==> src/hw/rtl/afs_pkg.sv <==
// afs_pkg: shared types, request codes and frame-count compare points
// for the audio frame sequencer
// no dependencies
package afs_pkg;

	localparam int CountW = 16;

	typedef logic [1:0] req_code_t;
	localparam req_code_t REQ_TICK  = 2'd0;
	localparam req_code_t REQ_WRITE = 2'd1;
	localparam req_code_t REQ_READ  = 2'd2;

	// four-step sequence
	localparam logic [CountW-1:0] Q4_A       = 16'd7456;
	localparam logic [CountW-1:0] Q4_B       = 16'd14912;
	localparam logic [CountW-1:0] Q4_C       = 16'd22370;
	localparam logic [CountW-1:0] Q4_D       = 16'd29828;
	localparam logic [CountW-1:0] IRQ4_FIRST = 16'd29827;
	localparam logic [CountW-1:0] IRQ4_LAST  = 16'd29829;
	localparam logic [CountW-1:0] END4       = 16'd29830;
	// five-step sequence
	localparam logic [CountW-1:0] Q5_A       = 16'd7457;
	localparam logic [CountW-1:0] Q5_B       = 16'd14913;
	localparam logic [CountW-1:0] Q5_C       = 16'd22371;
	localparam logic [CountW-1:0] Q5_D       = 16'd37281;
	localparam logic [CountW-1:0] END5       = 16'd37282;

	localparam logic [7:0] BARE_FIVE_STEP = 8'h80;

	// mode write delays
	localparam logic [2:0] MODE_DELAY_ODD  = 3'd4;
	localparam logic [2:0] MODE_DELAY_EVEN = 3'd5;
	// status read clear delays
	localparam logic [1:0] CLR_DELAY_ODD   = 2'd1;
	localparam logic [1:0] CLR_DELAY_EVEN  = 2'd2;

	typedef struct packed {
		req_code_t  req_type;
		logic [7:0] write_data;
		logic       cycle_odd;
		logic [4:0] channels_active;
		logic       dmc_irq;
	} req_t;

	typedef struct packed {
		logic [7:0] read_data;
		logic       quarter_frame;
		logic       half_frame;
		logic       frame_irq;
	} rsp_t;

endpackage

==> src/hw/rtl/afs_req_if.sv <==
// afs_req_if: request channel of the audio frame sequencer
// depends on afs_pkg
interface afs_req_if import afs_pkg::*; ();
	logic valid;
	logic ready;
	req_t data;

	modport source (output valid, output data, input ready);
	modport sink (input valid, input data, output ready);
endinterface

==> src/hw/rtl/afs_rsp_if.sv <==
// afs_rsp_if: result channel of the audio frame sequencer
// depends on afs_pkg
interface afs_rsp_if import afs_pkg::*; ();
	logic valid;
	logic ready;
	rsp_t data;

	modport source (output valid, output data, input ready);
	modport sink (input valid, input data, output ready);
endinterface

==> src/hw/rtl/afs_core.sv <==
// afs_core: sequencer state and the combinational next-state and result logic
// depends on afs_pkg
module afs_core import afs_pkg::*; (
	input  logic clk,
	input  logic arst_n,
	input  logic en,
	input  req_t item,
	output rsp_t result
);

	logic [CountW-1:0] frame_count_q, fc_d;
	logic              five_q, five_d;
	logic              inhibit_q, inhibit_d;
	logic              irq_q, irq_d;
	logic              clr_pend_q, clr_pend_d;
	logic [1:0]        clr_delay_q, clr_delay_d;
	logic [2:0]        rst_delay_q, rst_delay_d;
	logic [7:0]        mode_byte_q, mode_byte_d;
	logic              qf, hf;
	logic [7:0]        rd;

	always_comb begin
		fc_d        = frame_count_q;
		five_d      = five_q;
		inhibit_d   = inhibit_q;
		irq_d       = irq_q;
		clr_pend_d  = clr_pend_q;
		clr_delay_d = clr_delay_q;
		rst_delay_d = rst_delay_q;
		mode_byte_d = mode_byte_q;
		qf          = 1'b0;
		hf          = 1'b0;
		rd          = '0;
		case (item.req_type)
			REQ_TICK: begin
				fc_d = frame_count_q + CountW'(1);
				if (clr_pend_q && clr_delay_q != '0) begin
					clr_delay_d = clr_delay_q - 2'd1;
					if (clr_delay_d == '0) begin
						irq_d      = 1'b0;
						clr_pend_d = 1'b0;
					end
				end
				if (rst_delay_q != '0) begin
					rst_delay_d = rst_delay_q - 3'd1;
					if (rst_delay_d == '0) begin
						five_d    = mode_byte_q[7];
						inhibit_d = mode_byte_q[6];
						if (mode_byte_q[6])
							irq_d = 1'b0;
						fc_d = '0;
						// five-step mode strobes at once on reset
						qf = mode_byte_q[7];
						hf = mode_byte_q[7];
					end
				end
				if (!five_d) begin
					if (fc_d == Q4_A || fc_d == Q4_B || fc_d == Q4_C || fc_d == Q4_D)
						qf = 1'b1;
					if (fc_d == Q4_B || fc_d == Q4_D)
						hf = 1'b1;
					// last irq tick clears instead when inhibited
					if (fc_d >= IRQ4_FIRST && fc_d <= IRQ4_LAST)
						irq_d = !(fc_d == IRQ4_LAST && inhibit_d);
					if (fc_d == END4)
						fc_d = '0;
				end else begin
					if (fc_d == Q5_A || fc_d == Q5_B || fc_d == Q5_C || fc_d == Q5_D)
						qf = 1'b1;
					if (fc_d == Q5_B || fc_d == Q5_D)
						hf = 1'b1;
					if (fc_d == END5)
						fc_d = '0;
				end
			end
			REQ_WRITE: begin
				mode_byte_d = item.write_data;
				rst_delay_d = item.cycle_odd ? MODE_DELAY_ODD : MODE_DELAY_EVEN;
				if (item.write_data == BARE_FIVE_STEP)
					rst_delay_d = rst_delay_d - 3'd1;
			end
			REQ_READ: begin
				rd          = {item.dmc_irq, irq_q, 1'b0, item.channels_active};
				clr_delay_d = item.cycle_odd ? CLR_DELAY_ODD : CLR_DELAY_EVEN;
				clr_pend_d  = 1'b1;
			end
			default: ;
		endcase
	end

	assign result = '{read_data: rd, quarter_frame: qf, half_frame: hf, frame_irq: irq_d};

	always_ff @(posedge clk or negedge arst_n) begin
		if (!arst_n) begin
			frame_count_q <= '0;
			five_q        <= 1'b0;
			inhibit_q     <= 1'b0;
			irq_q         <= 1'b0;
			clr_pend_q    <= 1'b0;
			clr_delay_q   <= '0;
			rst_delay_q   <= '0;
			mode_byte_q   <= '0;
		end else if (en) begin
			frame_count_q <= fc_d;
			five_q        <= five_d;
			inhibit_q     <= inhibit_d;
			irq_q         <= irq_d;
			clr_pend_q    <= clr_pend_d;
			clr_delay_q   <= clr_delay_d;
			rst_delay_q   <= rst_delay_d;
			mode_byte_q   <= mode_byte_d;
		end
	end

endmodule

==> src/hw/rtl/audio_frame_sequencer.sv <==
// audio_frame_sequencer: top level; input register, sequencer core, result register
// depends on afs_pkg, afs_req_if, afs_rsp_if, afs_core
//
//  channel  dir   payload                                            use
//  req      in    req_type, write_data, cycle_odd, channels_active,   tick, mode write,
//                 dmc_irq                                            status read
//  rsp      out   read_data, quarter_frame, half_frame, frame_irq    one per request
//
// one request per cycle while rsp is not stalled; rsp.valid rises after the request
// has passed the input register, then core logic into the result register
// reset clears the sequencer state and both valid bits, no clearing pass
// a stalled rsp holds its result; req is still taken while the input stage is empty
module audio_frame_sequencer import afs_pkg::*; (
	input  logic      clk,
	input  logic      arst_n,
	afs_req_if.sink   req,
	afs_rsp_if.source rsp
);

	logic valid_s1;
	req_t item_s1;
	logic advance;
	rsp_t result;
	logic out_valid_q;
	rsp_t out_q;

	assign advance   = valid_s1 && (!out_valid_q || rsp.ready);
	assign req.ready = !valid_s1 || advance;

	always_ff @(posedge clk or negedge arst_n) begin
		if (!arst_n)
			valid_s1 <= 1'b0;
		else if (req.ready)
			valid_s1 <= req.valid;
	end

	always_ff @(posedge clk) begin
		if (req.valid && req.ready)
			item_s1 <= req.data;
	end

	afs_core u_core (
		.clk    (clk),
		.arst_n (arst_n),
		.en     (advance),
		.item   (item_s1),
		.result (result)
	);

	always_ff @(posedge clk or negedge arst_n) begin
		if (!arst_n)
			out_valid_q <= 1'b0;
		else if (advance)
			out_valid_q <= 1'b1;
		else if (rsp.ready)
			out_valid_q <= 1'b0;
	end

	always_ff @(posedge clk) begin
		if (advance)
			out_q <= result;
	end

	assign rsp.valid = out_valid_q;
	assign rsp.data  = out_q;

endmodule

==> src/flat_wrapper.sv <==
// flat-port wrapper written by rule: the top's interface ports become plain ports
module audio_frame_sequencer_flat import afs_pkg::*;
  (clk, arst_n, req_valid, req_data, req_ready, rsp_valid, rsp_data, rsp_ready);
  afs_req_if req_i ();
  afs_rsp_if rsp_i ();
  input  logic clk;
  input  logic arst_n;
  input wire logic [$bits(req_i.valid)-1:0] req_valid;
  input wire logic [$bits(req_i.data)-1:0] req_data;
  output wire logic [$bits(req_i.ready)-1:0] req_ready;
  output wire logic [$bits(rsp_i.valid)-1:0] rsp_valid;
  output wire logic [$bits(rsp_i.data)-1:0] rsp_data;
  input wire logic [$bits(rsp_i.ready)-1:0] rsp_ready;
  assign req_i.valid = req_valid;
  assign req_i.data = req_data;
  assign req_ready = req_i.ready;
  assign rsp_valid = rsp_i.valid;
  assign rsp_data = rsp_i.data;
  assign rsp_i.ready = rsp_ready;
  audio_frame_sequencer u_core (.clk(clk), .arst_n(arst_n), .req(req_i), .rsp(rsp_i));
endmodule
==> config.mk <==
export PLATFORM = sky130hd
export DESIGN_NAME = audio_frame_sequencer_flat
export DESIGN_NICKNAME = d
export VERILOG_FILES = /design/src/hw/rtl/afs_pkg.sv /design/src/hw/rtl/afs_req_if.sv /design/src/hw/rtl/afs_rsp_if.sv /design/src/hw/rtl/afs_core.sv /design/src/hw/rtl/audio_frame_sequencer.sv /design/src/flat_wrapper.sv
export SDC_FILE = /design/constraint.sdc
export NUM_CORES = 1
export LEC_CHECK = 0
export BUFFER_PORTS_ARGS = -buffer_cell sky130_fd_sc_hd__buf_2
export CORE_MARGIN = 10
export CORE_UTILIZATION = 45
export CTS_BUF_LIST = sky130_fd_sc_hd__clkbuf_4
export DETAILED_ROUTE_END_ITERATION = 10
export HOLD_SLACK_MARGIN = 0.08
export PLACE_DENSITY_LB_ADDON = 0.25
export SYNTH_ARGS = -nofsm -noshare
export SYNTH_HDL_FRONTEND = slang
export SYNTH_SLANG_ARGS = --single-unit
==> constraint.sdc <==
create_clock -name clk -period 6.6 [get_ports clk]
set_clock_uncertainty 0.1 [all_clocks]
set_input_delay 1.32 -clock clk [delete_from_list [all_inputs] [get_ports clk]]
set_output_delay 1.32 -clock clk [all_outputs]
set_load 0.02 [all_outputs]
==> summary by stage <==
Detailed routing
The routed design has 6780 um of wire. The remaining design rule violation count is 0. The post-detailed-route wirelength per cell is 15.48 um. The first TritonRoute pass finished after 6 iterations. The via count is 2431. In this run the remaining antenna-violating nets after routing total 0. The via-per-instance ratio is 5.550. After the first detailed-routing iteration, the DRC count stood at 172.

Die
The core region is 0.006794 mm2. The I/O pin total is 34. The vertical die dimension is 103.8 um. The total number of placement rows is 30. The initial core utilization is 0.4650.

The die covers 0.01077 mm2. The die boundary width is 103.8 um.

CTS
The clock buffer count from CTS is 5. The clock-pin slew reported for the worst setup and hold paths after clock tree synthesis is 0.16 ns. The number of buffers inserted by hold repair at cts is 0. The TritonCTS clock tree is built.

The number of gates resized after CTS was 0. The number of sinks handled by clock tree synthesis is 56. The H-tree generated during clock tree synthesis spans 2 levels.

The cell sitting at the root of the clock tree is a sky130_fd_sc_hd__clkbuf_4. The longest clock path from root to sink contains 2 buffers. Clock latency on the worst-skew pair, taken at its later pin, is 0.38 ns. The number of post-CTS setup repair buffers is 0.

Outcome
The run finished with clean final reports.

Synth
The area fraction in and, or, nand and nor cells after synthesis is 0.2693. The portion of the post-synthesis area used by sequential elements is 0.4863. The most used flip-flop cell after synthesis is sky130_fd_sc_hd__dfrtp_1. After synthesis, the largest family of logic cells by area is simple AND/OR/NAND/NOR gates.

By area the synthesized netlist is led by sky130_fd_sc_hd__edfxtp_1, sky130_fd_sc_hd__dfrtp_1, sky130_fd_sc_hd__nand2_1. In the synthesized netlist the async set-or-reset flop fraction comes to 0.5179. In this run the mean area of a mapped cell was 9.998 um2. Of the total synthesized cell area, the portion taken by XOR and XNOR cells is 0.03327. Of the post-synthesis cell area, the dominant cell type holds 0.2566. Synthesis handed over a netlist of 316 instances. The share of the synthesized area in compound gates (AO/OA/AOI/OAI) was 0.1113. The mux cell area share after synthesis is 0.03010. Counting flops and latches in the post-synthesis netlist gives 56. The adder and majority cell fraction of the synthesized area is 0.03168. The cell taking the most area after synthesis is sky130_fd_sc_hd__edfxtp_1. In this run, synthesis inferred 27 flip-flops with an integrated enable. The synthesized netlist occupies a cell area of 0.003159 mm2. The number of different library cells used by synthesis comes to 54.

The post-synth net total is 345. Yosys printed 0 warnings.

Place
The HPWL after detailed placement is 5160 um. The placer's final routability congestion estimate is 0.8985. Input and output buffers added on the ports amount to 32.

Min path
The min-delay analysis places its worst path in the category reg2reg. The number of cells on the worst hold path is 1.

Global routing
The number of global-route vias before repair came to 2358. The initial antenna violation count was 0. The total overflow reported by the global router is 0. The overall global routing resource usage is 0.1266.

The first global-routing pass estimated 11580 um of wire. Entering global routing, the biggest net connects 30 pins.

Setup path
The required time at the endpoint of the critical path is 6.79 ns. Of all nets on the critical path, the largest fanout is 15. The signal arrival time at the worst endpoint is 3.57 ns. The worst setup path is of the reg2reg kind. In this design, the stage delay of the slowest critical-path cell is 0.67 ns. Traced cell by cell, the critical path runs through ha_1 > nand4_2 > nor3_1 > mux2i_1 > nor4b_4 > nand4_1 > a21o_1 > and2_1 > a22o_1.

The kind of capture point of the worst setup path is a flip-flop. The number of cells on the worst reg-to-reg path is 9. On the critical path, the stage with the largest delay is an instance of sky130_fd_sc_hd__dfrtp_1. The element type at the critical path start is a flip-flop.

Timing
The total negative slack for setup checks is 0 ns. Based on the critical path, the design can be clocked at up to 295.7 MHz. The post-route fraction of the period consumed by the critical path is 0.5124. The worst path needs 3.382 ns of the cycle, external delays included.

Setup violations remaining at the end of the flow were counted as 0. Setup repair after global routing left no endpoint under its margin. The number of endpoints with negative hold slack in the final report is 0. In this run the tightest slew margin relative to its limit is 0.5340. The final worst hold slack is 0.4065 ns. The slew of the pin with the lowest slew margin is 0.6990 ns. The count of pins over their slew limit was 0.

Flow run
The max-cap violation count is 0.

Power and ir drop
Power spread over the standard cell area amounts to 279.4 mW/mm2. The total leakage power is 1.311 nW. Across the VDD grid, the largest voltage drop is 0.0001246 V.

Layout
The antenna diode instance count is 0. The core occupancy in the finished layout is 0.5039. For this run, the post-layout net count is 370. From synthesis to final layout, the design area changed by 8.356%. Of the cells placed in the final design, the portion with a size suffix greater than 1 is 0.1579.
cell type report:
type                       count  area [um2]
inverter                      11       41.29
clock buffer                   6       45.04
timing repair buffer          32       160.2
sequential                    56        1536
tap                           96       120.1
clock inverter                 2       13.76
multi-input combinational    235        1506
fill                         637        3371
path summary, 6_finish.rpt:
path | start | slack, ns | to
worst max-delay path | u_core.u_core.frame_count_q[0]$_DFFE_PN0P_ | 3.22 | u_core.u_core.frame_count_q[15]$_DFFE_PN0P_
worst min-delay path | u_core.valid_s1$_DFFE_PN0N_ | 0.41 | u_core.rsp.valid$_DFFE_PN0P_
worst max register to register | u_core.u_core.frame_count_q[0]$_DFFE_PN0P_ | 3.22 | u_core.u_core.frame_count_q[15]$_DFFE_PN0P_
worst min register to register | u_core.valid_s1$_DFFE_PN0N_ | 0.41 | u_core.rsp.valid$_DFFE_PN0P_
max in group asynchronous | arst_n | 5.11 | u_core.u_core.mode_byte_q[6]$_DFFE_PN0P_
min in group asynchronous | arst_n | 0.85 | u_core.u_core.frame_count_q[7]$_DFFE_PN0P_
cells by family after synthesis:
family,count (synthesis)
other,1
adders and majority gates,8
muxes,9
DFF,56
xor gates and xnor gates,12
and+or+nand+nor,148
buffers and inverters,25
AOI/OAI and AO/OA,57
synthesized netlist by cell type, drive strengths merged (3+ instances only):
| master | n |
|---|---|
| nor2 | 19 |
| a21o | 3 |
| nor4b | 3 |
| or3 | 4 |
| clkbuf | 7 |
| edfxtp | 27 |
| and4 | 5 |
| nand2b | 3 |
| o31ai | 5 |
| dfrtp | 29 |
| nand4 | 11 |
| a21oi | 11 |
| and2 | 9 |
| nand3 | 17 |
| nor2b | 4 |
| nand3b | 3 |
| nand2 | 33 |
| a22o | 3 |
| o21ai | 23 |
| nor4 | 9 |
| mux2i | 5 |
| xor2 | 4 |
| a31oi | 4 |
| buf | 7 |
| mux2 | 4 |
| inv | 11 |
| nor3 | 16 |
| ha | 8 |
| xnor2 | 8 |
| and3 | 5 |
layout by cell type (no fill, tap or decap), drive strengths merged, types with 9 or more instances in the layout:
cell and count:
nor4 9, inv 12, nand4 11, and2 9
a21oi 11, nand2 33, dfrtp 29, nor3 16
o21ai 23, nor2 19, nand3 17, edfxtp 27
buf 32
power by group:
part           switching, mW  internal [mW]  leakage (nW)
sequential            0.0712          0.422         0.631
clock                  0.106         0.0471        0.0360
combinational          0.187          0.123         0.644
total                  0.365          0.592          1.31
sequential cells by signal, summed over array words and instances (netlist names):
| signal | flops |
|---|---|
| u_core.u_core.mode_byte_q | 2 |
| u_core.valid_s1 | 1 |
| u_core.rsp.data | 10 |
| u_core.u_core.inhibit_q | 1 |
| u_core.u_core.rst_delay_q | 3 |
| u_core.u_core.irq_q | 1 |
| u_core.u_core.clr_pend_q | 1 |
| u_core.u_core.clr_delay_q | 2 |
| u_core.item_s1 | 17 |
| u_core.rsp.valid | 1 |
| u_core.u_core.five_q | 1 |
| u_core.u_core.frame_count_q | 16 |
critical path, delay by kind of cell, from the launching register on:
| family | cells | cell delay, ns |
|---|---|---|
| AO/OA/AOI/OAI | 2 | 0.52 |
| adder cells (fa/ha/maj) | 1 | 0.37 |
| flip-flops | 1 | 0.67 |
| multiplexers | 1 | 0.25 |
| AND/OR/NAND/NOR | 5 | 1.38 |
per-layer routing:
layer | vias to the layer above | global-route usage | wire length [um]
met5 | - | 0 | 0
met3 | 7 | 0.02602 | 309
met2 | 64 | 0.2207 | 3445
met4 | 0 | 0.03280 | 102
met1 | 1150 | 0.1545 | 2922
li1 | 1210 | - | -
stage by stage:
stage               total power, mW  std cells  cell area (um2)  setup slack (ns)
floorplan                    0.7318        316             3159             3.582
global placement             0.8009        430             3364             3.392
detailed placement           0.8113        430             3364             3.273
CTS                          0.9636        438             3423             3.265
global route                  1.035        438             3423             2.978
finish                       0.9563        438             3423             3.218
Power figures use the tool's default switching activity.
